[src/sv/frs_pkg.sv]
// Shared constants, types and the stoichiometry table for the first-reaction SSA step block.
package frs_pkg;

    localparam int COUNT_WIDTH   = 16;
    localparam int NUM_SPECIES   = 4;
    localparam int NUM_REACTIONS = 3;

    localparam int IO_COUNT_W = 16;
    localparam int RATE_W     = 24;
    localparam int TIME_W     = 40;
    localparam int VAR_W      = 32;
    localparam int FRAC_SHIFT = 16;
    localparam int NUM_W      = VAR_W + FRAC_SHIFT;
    localparam int PROP_W     = RATE_W + 2 * COUNT_WIDTH;
    localparam int RX_W       = 2;
    localparam int STATUS_W   = 2;
    localparam int CFG_IDX_W  = 2;
    localparam int CFG_DATA_W = TIME_W;

    localparam logic [RATE_W-1:0] RATE_RESET = RATE_W'(6554);
    localparam logic [TIME_W-1:0] END_RESET  = TIME_W'(64'd16777216);
    localparam logic [TIME_W-1:0] TIME_MAX   = {TIME_W{1'b1}};

    // configuration register indexes
    localparam logic [CFG_IDX_W-1:0] CFG_RATE = 2'd0;
    localparam logic [CFG_IDX_W-1:0] CFG_END  = 2'd1;

    // result status codes
    localparam logic [STATUS_W-1:0] ST_FIRED    = 2'd0;
    localparam logic [STATUS_W-1:0] ST_FINISHED = 2'd1;
    localparam logic [STATUS_W-1:0] ST_NONE     = 2'd2;
    localparam logic [STATUS_W-1:0] ST_LOADED   = 2'd3;

    // species slots
    localparam int SP_E  = 0;
    localparam int SP_S  = 1;
    localparam int SP_ES = 2;
    localparam int SP_P  = 3;

    // count change codes
    localparam logic [1:0] DLT_NONE = 2'd0;
    localparam logic [1:0] DLT_INC  = 2'd1;
    localparam logic [1:0] DLT_DEC  = 2'd2;

    // row = species (E, S, ES, P), column = reaction
    localparam logic [1:0] STOICH [NUM_SPECIES][NUM_REACTIONS] = '{
        '{DLT_DEC,  DLT_INC,  DLT_INC },
        '{DLT_DEC,  DLT_INC,  DLT_NONE},
        '{DLT_INC,  DLT_DEC,  DLT_DEC },
        '{DLT_NONE, DLT_NONE, DLT_INC }
    };

    typedef logic [COUNT_WIDTH-1:0] t_count;
    typedef logic [TIME_W-1:0]      t_time;
    typedef logic [RX_W-1:0]        t_rx;

    typedef struct packed {
        logic capture;
        logic mul1;
        logic mul2;
        logic div_start;
        logic tau_take;
        logic apply;
        t_rx  rx;
    } t_cmd;

    typedef struct packed {
        logic mode;
        logic finished;
        logic prop_zero;
        logic div_done;
        logic out_free;
    } t_stat;

endpackage

[src/sv/frs_div.sv]
// Restoring radix-2 divider, one quotient bit per cycle.
module frs_div
    import frs_pkg::*;
(
    input  logic              i_clk,
    input  logic              i_rst_n,
    input  logic              i_start,
    input  logic [NUM_W-1:0]  i_numer,
    input  logic [PROP_W-1:0] i_denom,
    output logic              o_done,
    output logic [NUM_W-1:0]  o_quot
);

    localparam int CNT_W = $clog2(NUM_W);

    logic              r_busy;
    logic              r_done;
    logic [CNT_W-1:0]  r_cnt;
    logic [PROP_W-1:0] r_rem;
    logic [PROP_W-1:0] r_den;
    logic [NUM_W-1:0]  r_q;

    logic [PROP_W:0] trial;
    logic [PROP_W:0] diff;
    logic            ge;

    always_comb begin
        trial = {r_rem, r_q[NUM_W-1]};
        diff  = trial - {1'b0, r_den};
        ge    = (trial >= {1'b0, r_den});
    end

    always_ff @(posedge i_clk) begin
        if (!i_rst_n) begin
            r_busy <= 1'b0;
            r_done <= 1'b0;
            r_cnt  <= '0;
        end else begin
            r_done <= 1'b0;
            if (i_start) begin
                r_busy <= 1'b1;
                r_cnt  <= CNT_W'(NUM_W - 1);
            end else if (r_busy) begin
                if (r_cnt == '0) begin
                    r_busy <= 1'b0;
                    r_done <= 1'b1;
                end else begin
                    r_cnt <= r_cnt - 1'b1;
                end
            end
        end
    end

    // payload: numerator bits shift out the top as quotient bits shift in
    always_ff @(posedge i_clk) begin
        if (i_start) begin
            r_rem <= '0;
            r_den <= i_denom;
            r_q   <= i_numer;
        end else if (r_busy) begin
            r_rem <= ge ? diff[PROP_W-1:0] : trial[PROP_W-1:0];
            r_q   <= {r_q[NUM_W-2:0], ge};
        end
    end

    assign o_done = r_done;
    assign o_quot = r_q;

endmodule

[src/sv/frs_dp.sv]
// Datapath: species and time state, propensities, tau selection, update and output register.
module frs_dp
    import frs_pkg::*;
(
    input  logic                  i_clk,
    input  logic                  i_rst_n,
    input  t_cmd                  i_cmd,
    output t_stat                 o_stat,
    input  logic                  i_cfg_valid,
    input  logic [CFG_IDX_W-1:0]  i_cfg_index,
    input  logic [CFG_DATA_W-1:0] i_cfg_data,
    input  logic                  i_mode,
    input  logic [IO_COUNT_W-1:0] i_load_e,
    input  logic [IO_COUNT_W-1:0] i_load_s,
    input  logic [IO_COUNT_W-1:0] i_load_es,
    input  logic [IO_COUNT_W-1:0] i_load_p,
    input  logic [VAR_W-1:0]      i_variate_one,
    input  logic [VAR_W-1:0]      i_variate_two,
    input  logic [VAR_W-1:0]      i_variate_three,
    output logic                  o_valid,
    input  logic                  i_ready,
    output logic [STATUS_W-1:0]   o_status,
    output logic [RX_W-1:0]       o_reaction_index,
    output logic [TIME_W-1:0]     o_time_now,
    output logic [IO_COUNT_W-1:0] o_count_e,
    output logic [IO_COUNT_W-1:0] o_count_s,
    output logic [IO_COUNT_W-1:0] o_count_es,
    output logic [IO_COUNT_W-1:0] o_count_p,
    output logic                  o_saturated
);

    logic [RATE_W-1:0] r_rate;
    t_time             r_end;
    t_count            r_count [NUM_SPECIES];
    t_time             r_sim_time;

    // captured item
    logic              r_mode;
    t_count            r_load [NUM_SPECIES];
    logic [VAR_W-1:0]  r_var [NUM_REACTIONS];

    logic [2*COUNT_WIDTH-1:0]    r_es_prod;
    logic [PROP_W-1:0]           r_prop0;
    logic [RATE_W+COUNT_WIDTH-1:0] r_prop1;

    logic  r_best_valid;
    t_rx   r_best_rx;
    t_time r_best_tau;
    logic  r_best_clip;

    logic r_out_valid;
    logic [STATUS_W-1:0]   r_out_status;
    logic [RX_W-1:0]       r_out_rx;
    t_time                 r_out_time;
    logic [IO_COUNT_W-1:0] r_out_count [NUM_SPECIES];
    logic                  r_out_sat;

    logic [NUM_W-1:0]  div_numer;
    logic [PROP_W-1:0] div_denom;
    logic              div_done;
    logic [NUM_W-1:0]  div_quot;
    logic              tau_clip;
    t_time             tau;
    logic              finished;

    logic [TIME_W:0]     t_sum;
    t_count              n_count [NUM_SPECIES];
    t_time               n_time;
    logic [STATUS_W-1:0] n_status;
    logic [RX_W-1:0]     n_rx;
    logic                n_sat;

    assign finished = (r_sim_time >= r_end);

    always_comb begin
        unique case (i_cmd.rx)
            2'd0:    div_numer = {r_var[0], {FRAC_SHIFT{1'b0}}};
            2'd1:    div_numer = {r_var[1], {FRAC_SHIFT{1'b0}}};
            default: div_numer = {r_var[2], {FRAC_SHIFT{1'b0}}};
        endcase
        div_denom = (i_cmd.rx == 2'd0) ? r_prop0 : PROP_W'(r_prop1);
    end

    frs_div u_div (
        .i_clk   (i_clk),
        .i_rst_n (i_rst_n),
        .i_start (i_cmd.div_start),
        .i_numer (div_numer),
        .i_denom (div_denom),
        .o_done  (div_done),
        .o_quot  (div_quot)
    );

    assign tau_clip = |div_quot[NUM_W-1:TIME_W];
    assign tau      = tau_clip ? TIME_MAX : div_quot[TIME_W-1:0];

    always_comb begin
        o_stat.mode      = r_mode;
        o_stat.finished  = finished;
        o_stat.prop_zero = (div_denom == '0);
        o_stat.div_done  = div_done;
        o_stat.out_free  = !r_out_valid || i_ready;
    end

    // result of the item, taken on apply
    always_comb begin
        t_sum    = {1'b0, r_sim_time} + {1'b0, r_best_tau};
        n_time   = r_sim_time;
        n_status = ST_FIRED;
        n_rx     = '0;
        n_sat    = 1'b0;
        for (int i = 0; i < NUM_SPECIES; i++) begin
            n_count[i] = r_count[i];
        end
        if (!r_mode) begin
            for (int i = 0; i < NUM_SPECIES; i++) begin
                n_count[i] = r_load[i];
            end
            n_time   = '0;
            n_status = ST_LOADED;
        end else if (finished) begin
            n_status = ST_FINISHED;
        end else if (!r_best_valid) begin
            n_status = ST_NONE;
        end else begin
            n_rx  = r_best_rx;
            n_sat = r_best_clip;
            if (t_sum[TIME_W]) begin
                n_time = TIME_MAX;
                n_sat  = 1'b1;
            end else begin
                n_time = t_sum[TIME_W-1:0];
            end
            for (int i = 0; i < NUM_SPECIES; i++) begin
                unique case (STOICH[i][r_best_rx])
                    DLT_INC: begin
                        if (r_count[i] == {COUNT_WIDTH{1'b1}}) begin
                            n_sat = 1'b1;
                        end else begin
                            n_count[i] = r_count[i] + 1'b1;
                        end
                    end
                    DLT_DEC: begin
                        if (r_count[i] != '0) begin
                            n_count[i] = r_count[i] - 1'b1;
                        end
                    end
                    default: n_count[i] = r_count[i];
                endcase
            end
        end
    end

    always_ff @(posedge i_clk) begin
        if (!i_rst_n) begin
            r_rate       <= RATE_RESET;
            r_end        <= END_RESET;
            r_sim_time   <= '0;
            r_best_valid <= 1'b0;
            r_out_valid  <= 1'b0;
            r_mode       <= 1'b0;
            for (int i = 0; i < NUM_SPECIES; i++) begin
                r_count[i] <= '0;
            end
        end else begin
            if (i_cfg_valid) begin
                if (i_cfg_index == CFG_RATE) begin
                    r_rate <= i_cfg_data[RATE_W-1:0];
                end else if (i_cfg_index == CFG_END) begin
                    r_end <= i_cfg_data[TIME_W-1:0];
                end
            end
            if (i_cmd.capture) begin
                r_mode       <= i_mode;
                r_best_valid <= 1'b0;
            end
            if (i_cmd.tau_take && (!r_best_valid || tau < r_best_tau)) begin
                r_best_valid <= 1'b1;
            end
            if (i_cmd.apply) begin
                r_sim_time <= n_time;
                for (int i = 0; i < NUM_SPECIES; i++) begin
                    r_count[i] <= n_count[i];
                end
            end
            if (i_cmd.apply) begin
                r_out_valid <= 1'b1;
            end else if (i_ready) begin
                r_out_valid <= 1'b0;
            end
        end
    end

    // payload registers
    always_ff @(posedge i_clk) begin
        if (i_cmd.capture) begin
            r_load[SP_E]  <= COUNT_WIDTH'(i_load_e);
            r_load[SP_S]  <= COUNT_WIDTH'(i_load_s);
            r_load[SP_ES] <= COUNT_WIDTH'(i_load_es);
            r_load[SP_P]  <= COUNT_WIDTH'(i_load_p);
            r_var[0]      <= i_variate_one;
            r_var[1]      <= i_variate_two;
            r_var[2]      <= i_variate_three;
        end
        if (i_cmd.mul1) begin
            r_es_prod <= r_count[SP_E] * r_count[SP_S];
            r_prop1   <= r_rate * r_count[SP_ES];
        end
        if (i_cmd.mul2) begin
            r_prop0 <= r_rate * r_es_prod;
        end
        if (i_cmd.tau_take && (!r_best_valid || tau < r_best_tau)) begin
            r_best_rx   <= i_cmd.rx;
            r_best_tau  <= tau;
            r_best_clip <= tau_clip;
        end
        if (i_cmd.apply) begin
            r_out_status <= n_status;
            r_out_rx     <= n_rx;
            r_out_time   <= n_time;
            r_out_sat    <= n_sat;
            for (int i = 0; i < NUM_SPECIES; i++) begin
                r_out_count[i] <= IO_COUNT_W'(n_count[i]);
            end
        end
    end

    assign o_valid          = r_out_valid;
    assign o_status         = r_out_status;
    assign o_reaction_index = r_out_rx;
    assign o_time_now       = r_out_time;
    assign o_count_e        = r_out_count[SP_E];
    assign o_count_s        = r_out_count[SP_S];
    assign o_count_es       = r_out_count[SP_ES];
    assign o_count_p        = r_out_count[SP_P];
    assign o_saturated      = r_out_sat;

endmodule

[src/sv/frs_ctrl.sv]
// Controller: sequences capture, propensity products, up to three divisions and the update.
module frs_ctrl
    import frs_pkg::*;
(
    input  logic  i_clk,
    input  logic  i_rst_n,
    input  logic  i_valid,
    output logic  o_ready,
    input  t_stat i_stat,
    output t_cmd  o_cmd
);

    localparam logic [2:0] S_IDLE   = 3'd0;
    localparam logic [2:0] S_DECODE = 3'd1;
    localparam logic [2:0] S_MUL1   = 3'd2;
    localparam logic [2:0] S_MUL2   = 3'd3;
    localparam logic [2:0] S_DIV    = 3'd4;
    localparam logic [2:0] S_WAIT   = 3'd5;
    localparam logic [2:0] S_APPLY  = 3'd6;

    localparam t_rx RX_LAST = t_rx'(NUM_REACTIONS - 1);

    logic [2:0] r_state;
    logic [2:0] n_state;
    t_rx        r_rx;
    t_rx        n_rx;

    assign o_ready = (r_state == S_IDLE);

    always_comb begin
        n_state = r_state;
        n_rx    = r_rx;
        o_cmd   = '0;
        o_cmd.rx = r_rx;
        unique case (r_state)
            S_IDLE: begin
                if (i_valid) begin
                    o_cmd.capture = 1'b1;
                    n_state       = S_DECODE;
                end
            end
            S_DECODE: begin
                if (!i_stat.mode || i_stat.finished) begin
                    n_state = S_APPLY;
                end else begin
                    o_cmd.mul1 = 1'b1;
                    n_state    = S_MUL1;
                end
            end
            S_MUL1: begin
                o_cmd.mul2 = 1'b1;
                n_state    = S_MUL2;
            end
            S_MUL2: begin
                n_rx    = '0;
                n_state = S_DIV;
            end
            S_DIV: begin
                // zero propensity: reaction skipped, no division
                if (i_stat.prop_zero) begin
                    if (r_rx == RX_LAST) begin
                        n_state = S_APPLY;
                    end else begin
                        n_rx = r_rx + 1'b1;
                    end
                end else begin
                    o_cmd.div_start = 1'b1;
                    n_state         = S_WAIT;
                end
            end
            S_WAIT: begin
                if (i_stat.div_done) begin
                    o_cmd.tau_take = 1'b1;
                    if (r_rx == RX_LAST) begin
                        n_state = S_APPLY;
                    end else begin
                        n_rx    = r_rx + 1'b1;
                        n_state = S_DIV;
                    end
                end
            end
            S_APPLY: begin
                if (i_stat.out_free) begin
                    o_cmd.apply = 1'b1;
                    n_state     = S_IDLE;
                end
            end
            default: n_state = S_IDLE;
        endcase
    end

    always_ff @(posedge i_clk) begin
        if (!i_rst_n) begin
            r_state <= S_IDLE;
            r_rx    <= '0;
        end else begin
            r_state <= n_state;
            r_rx    <= n_rx;
        end
    end

endmodule

[src/sv/first_reaction_ssa_step_top.sv]
// Top level of the first-reaction SSA step block: controller plus datapath.
//
//  channel   direction  handshake                    payload
//  input     in         i_valid / o_ready            i_mode, i_load_*, i_variate_*
//  result    out        o_valid / i_ready            o_status .. o_saturated
//  config    in         i_cfg_valid / o_cfg_ready    i_cfg_index, i_cfg_data
//
// A load item, or a step once time has reached end_time, goes from capture and decode
// straight to the update. A step forms the propensity products, then divides once per
// nonzero propensity, 48 iterations each on the single shared radix-2 divider.
// One item is in work at a time; the next is accepted once a result reaches the
// output register, even while it waits for i_ready. Synchronous reset clears
// counts and time and restores the register defaults; config writes always taken.
module first_reaction_ssa_step_top
    import frs_pkg::*;
(
    input  logic                  i_clk,
    input  logic                  i_rst_n,
    input  logic                  i_valid,
    output logic                  o_ready,
    input  logic                  i_mode,
    input  logic [IO_COUNT_W-1:0] i_load_e,
    input  logic [IO_COUNT_W-1:0] i_load_s,
    input  logic [IO_COUNT_W-1:0] i_load_es,
    input  logic [IO_COUNT_W-1:0] i_load_p,
    input  logic [VAR_W-1:0]      i_variate_one,
    input  logic [VAR_W-1:0]      i_variate_two,
    input  logic [VAR_W-1:0]      i_variate_three,
    output logic                  o_valid,
    input  logic                  i_ready,
    output logic [STATUS_W-1:0]   o_status,
    output logic [RX_W-1:0]       o_reaction_index,
    output logic [TIME_W-1:0]     o_time_now,
    output logic [IO_COUNT_W-1:0] o_count_e,
    output logic [IO_COUNT_W-1:0] o_count_s,
    output logic [IO_COUNT_W-1:0] o_count_es,
    output logic [IO_COUNT_W-1:0] o_count_p,
    output logic                  o_saturated,
    input  logic                  i_cfg_valid,
    output logic                  o_cfg_ready,
    input  logic [CFG_IDX_W-1:0]  i_cfg_index,
    input  logic [CFG_DATA_W-1:0] i_cfg_data
);

    t_cmd  cmd;
    t_stat stat;

    assign o_cfg_ready = 1'b1;

    frs_ctrl u_ctrl (
        .i_clk   (i_clk),
        .i_rst_n (i_rst_n),
        .i_valid (i_valid),
        .o_ready (o_ready),
        .i_stat  (stat),
        .o_cmd   (cmd)
    );

    frs_dp u_dp (
        .i_clk            (i_clk),
        .i_rst_n          (i_rst_n),
        .i_cmd            (cmd),
        .o_stat           (stat),
        .i_cfg_valid      (i_cfg_valid),
        .i_cfg_index      (i_cfg_index),
        .i_cfg_data       (i_cfg_data),
        .i_mode           (i_mode),
        .i_load_e         (i_load_e),
        .i_load_s         (i_load_s),
        .i_load_es        (i_load_es),
        .i_load_p         (i_load_p),
        .i_variate_one    (i_variate_one),
        .i_variate_two    (i_variate_two),
        .i_variate_three  (i_variate_three),
        .o_valid          (o_valid),
        .i_ready          (i_ready),
        .o_status         (o_status),
        .o_reaction_index (o_reaction_index),
        .o_time_now       (o_time_now),
        .o_count_e        (o_count_e),
        .o_count_s        (o_count_s),
        .o_count_es       (o_count_es),
        .o_count_p        (o_count_p),
        .o_saturated      (o_saturated)
    );

endmodule

[config.mk]
export PLATFORM = sky130hd
export DESIGN_NAME = first_reaction_ssa_step_top
export DESIGN_NICKNAME = d
export VERILOG_FILES = /design/src/sv/frs_pkg.sv /design/src/sv/frs_div.sv /design/src/sv/frs_dp.sv /design/src/sv/frs_ctrl.sv /design/src/sv/first_reaction_ssa_step_top.sv
export SDC_FILE = /design/constraint.sdc
export NUM_CORES = 2
export LEC_CHECK = 0
export BUFFER_PORTS_ARGS = -buffer_cell sky130_fd_sc_hd__buf_4
export CORE_ASPECT_RATIO = 0.75
export CORE_MARGIN = 1.5
export CORE_UTILIZATION = 45
export DETAILED_ROUTE_END_ITERATION = 6
export GPL_ROUTABILITY_DRIVEN = 1
export PLACE_DENSITY_LB_ADDON = 0.08
export SKIP_CTS_REPAIR_TIMING = 1
export SYNTH_ARGS = -nofsm -noshare
export SYNTH_HDL_FRONTEND = slang
export SYNTH_SLANG_ARGS = --single-unit
[constraint.sdc]
create_clock -name i_clk -period 25.8 [get_ports i_clk]
set_input_delay 1.29 -clock i_clk [delete_from_list [all_inputs] [get_ports i_clk]]
set_output_delay 1.29 -clock i_clk [all_outputs]
set_load 0.01 [all_outputs]
==> out/qor.yml <==
status: "complete, no violations"
routabilityCongestion: 0.897
antenna_found_initial: 10
ir_worst_vdd_v: 0.000273
clock_sinks: 784
postLayoutSetupSlackWorst_ns: 17.38
grt_pass1_wl_um: 387000
syn-num-nets: 10800
arrival_ns: 8.91
fp.dieW_um: 504
hold_path_depth: 2
hold_viol: 0
vias_per_cell: 5.47
layout-area-overhead-vs-synth_pct: 8.92
synth_seq_cells: 784
grt_overflow_total: 0
core_mm2: 0.186
crit_type: "reg2reg"
postSynth.asyncResetShare_pct: 0
ys.flop_type: "edfxtp_1"
crit_fanout: 27
timing.setup.tns_ns: 0
grt_max_degree: 82
cts_buffers: 86
yosys_warnings: 0
drive_gt1_share_pct: 8.27
tightest_slew_ns: 1.23
dpl.hpwl_um: 190000
cp_slowest_stage_delay_ns: 0.73
fp.dieArea_mm2: 0.191
grt_pass1_vias: 63700
whs_endpoint: "u_dp.r_end[3]"
period_needed_ns: 8.42
syn-mean-instance-area_um2: 9.52
wirelength_um: 251000
p_leak_nw: 41.4
endpoint_kind: "flip-flop"
die_y_um: 378
hp-start: "u_dp.r_end[3]"
nNetsFinal: 10900
synth_enable_flop_cells: 608
place_ws_ns: 17.46
clock_skew_ns: 0.0654
ant_nets: 0
drt-wirelength-per-cell_um: 21.9
clk_latency_ns: 0.74
htree_levels: 3
dr.pass1.iters: 5
slowest_stage: "dfxtp_2"
final-max-slew-violation-count: 0
synth_cell_type_count: 100
clkTransAtPathRegs_ns: 0.07
r2r_cells: 26
syn_inst: 8885
syn_area_mm2: 0.0846
drc: 0
setup_viol: 0
clockBufferDepth: 3
crit_required_ns: 26.29
io_pins: 320
drv_cap: 0
cp-start-kind: "flip-flop"
p_per_area_mw_per_mm2: 106
cpMostUsedCell: "fa_1"
ys_seq_area_share_pct: 25.8
timing.final.crit_share_pct: 32.6
place.port_buffers: 318
rows: 137
root_buffer: "clkbuf_16"
critical_path.top_delay_family: "adder cells"
hold_class: "reg2reg"
fin_worst_hold_slack_ns: 0.456
grtUsageTotal_pct: 26.5
crit_buf_inv: 6
cts_tree: "built"
r2r_start: "u_dp.r_rate[5]"
r2r_slack_ns: 17.38
drt_iter0_markers: 4912
r2r-end: "u_dp.r_prop0[52]"
power_mw: 9.72
num_vias: 62800
slew_headroom_pct: 18.3
initial_core_util_pct: 45.4
max_freq_mhz: 119
rsz0062_at_grt: "false"
[sequential cells by signal, indices dropped and copies added (netlist names), 3 cells and up]
signal,flops
u_ctrl.r_state,3
u_dp.o_time_now,40
u_dp.r_best_tau,40
u_dp.r_count,64
u_dp.r_end,40
u_dp.r_es_prod,32
u_dp.r_load,64
u_dp.r_out_count,64
u_dp.r_prop0,56
u_dp.r_prop1,40
u_dp.r_rate,24
u_dp.r_sim_time,40
u_dp.r_var,96
u_dp.u_div.o_quot,48
u_dp.u_div.r_cnt,6
u_dp.u_div.r_den,56
u_dp.u_div.r_rem,56
[cell usage after synthesis, types with 9 or more instances]
library cell  count  area share, %
clkbuf_1        445            2.0
and3_1           46           0.34
nor4_1           26           0.19
a41oi_1           9          0.093
o211ai_1         15           0.13
nand2b_1         43           0.32
or3_1            30           0.22
a21o_1          175            1.6
edfxtp_1        608             22
a211oi_1        112           0.99
o21bai_1         29           0.26
nor2_1          358            1.6
fa_1           1160             27
and2_1          637            4.7
a221oi_1         11           0.11
a22oi_1          49           0.44
dfxtp_1         176            4.2
a21oi_1         360            2.1
o32ai_1          12           0.12
mux2_2           54           0.72
and4_1           14           0.15
o21a_1           26           0.23
a311oi_1         17           0.18
buf_4            10          0.089
a2bb2oi_1        14           0.15
nand3_1          93           0.55
o22ai_1          13          0.096
a31oi_1          79           0.58
nand2_1        1221            5.4
mux2i_1          54           0.64
or2_2            53           0.39
nor3_1           95           0.56
nor2b_1          88           0.65
buf_1            22          0.098
or4_1             9          0.080
xnor2_1         141            1.5
o31ai_1          18           0.16
o21ai_1          17           0.10
buf_2            17           0.10
ha_1            590            8.7
a211o_1          13           0.13
o21ai_0         187            1.1
nand4_1          50           0.37
inv_1          1473            6.5
xor2_1           72           0.75
[worst register-to-register path, stage by stage (launching register included)]
cell and delay, ns:
dfxtp_2 0.73, buf_4 0.44, nand2_1 0.13, fa_1 0.50, inv_1 0.05, fa_1 0.47, inv_1 0.06, fa_1 0.57
fa_1 0.45, fa_1 0.55, inv_1 0.05, fa_1 0.47, inv_1 0.05, fa_1 0.48, inv_1 0.05, ha_1 0.36
nand3_1 0.14, nor2_1 0.17, and3_1 0.22, o21ai_1 0.14, o211ai_1 0.35, nand2_1 0.13, o21ai_1 0.25, a311oi_1 0.22
o31ai_1 0.68, a21oi_1 0.13, o311ai_0 0.34
[layout by cell type, fill, tap and decap left out, drive strengths merged, types with 49 or more instances in the layout]
| cell | n |
|---|---|
| a211oi | 114 |
| a21o | 175 |
| a21oi | 362 |
| a22oi | 49 |
| a31oi | 80 |
| and2 | 640 |
| buf | 437 |
| clkbuf | 102 |
| dfxtp | 176 |
| edfxtp | 608 |
| fa | 1160 |
| ha | 590 |
| inv | 1481 |
| mux2 | 54 |
| mux2i | 54 |
| nand2 | 1224 |
| nand3 | 94 |
| nand4 | 50 |
| nor2 | 358 |
| nor2b | 88 |
| nor3 | 95 |
| o21ai | 205 |
| or2 | 55 |
| xnor2 | 141 |
| xor2 | 72 |
[how the worst max path moves through the flow]
stage          depth (start not counted)           endpoint           start  slack, ns
2_1_floorplan                         11  u_dp.r_es_prod[0]  u_dp.r_end[33]      16.42
4_1_cts                               26   u_dp.r_prop0[52]  u_dp.r_rate[3]      17.40
5_1_grt                               26   u_dp.r_prop0[52]  u_dp.r_rate[5]      16.82
6_report                              26   u_dp.r_prop0[52]  u_dp.r_rate[5]      17.38
3_5_place_dp                          26   u_dp.r_prop0[52]  u_dp.r_rate[3]      17.46
3_3_place_gp                          25   u_dp.r_prop0[53]  u_dp.r_rate[3]      17.49
[area by class of cell]
cell class | count | area, um2
tap | 2502 | 3130
inverter | 1475 | 5540
antenna | 3 | 7.51
timing repair buffer | 437 | 3280
clock inverter | 56 | 716
fill | 17500 | 94200
sequential | 784 | 21800
multi-input combinational | 6129 | 55400
clock buffer | 102 | 2220
[metrics by stage]
stage / cells / utilization [%] / instance area (um2)
CTS: 11500 / 49.4 / 92100
detailed placement: 11300 / 47.8 / 89100
global placement: 11300 / 47.8 / 89100
floorplan: 8885 / - / 84600
global route: 11500 / 49.4 / 92100
finish: 11500 / 49.4 / 92100
[cell families (layout without fill, tap and decap cells)]
group / Yosys count / in the layout / synth area share, %
buffers and inverters: 1972 / 2070 / 8.84
AND/OR/NAND/NOR: 2799 / 2799 / 15.9
other: 1 / 4 / 0.00443
AO/OA/AOI/OAI: 1258 / 1258 / 9.75
flip-flops: 784 / 784 / 25.8
multiplexers: 108 / 108 / 1.36
adder cells (fa/ha/maj): 1750 / 1750 / 36.2
XOR/XNOR: 213 / 213 / 2.21
[layer usage]
metal	track usage, %	part of all wire (%)
met1	39.6	47
met2	40.4	44
met3	3.97	6.4
met4	5.63	2.0
met5	0	0.0052
[report_power, final]
group          internal (mW)  switching [mW]
sequential              1.82           0.131
combinational           2.37            4.09
clock                  0.737           0.569
total                   4.93            4.79
Power figures use the tool's default switching activity.
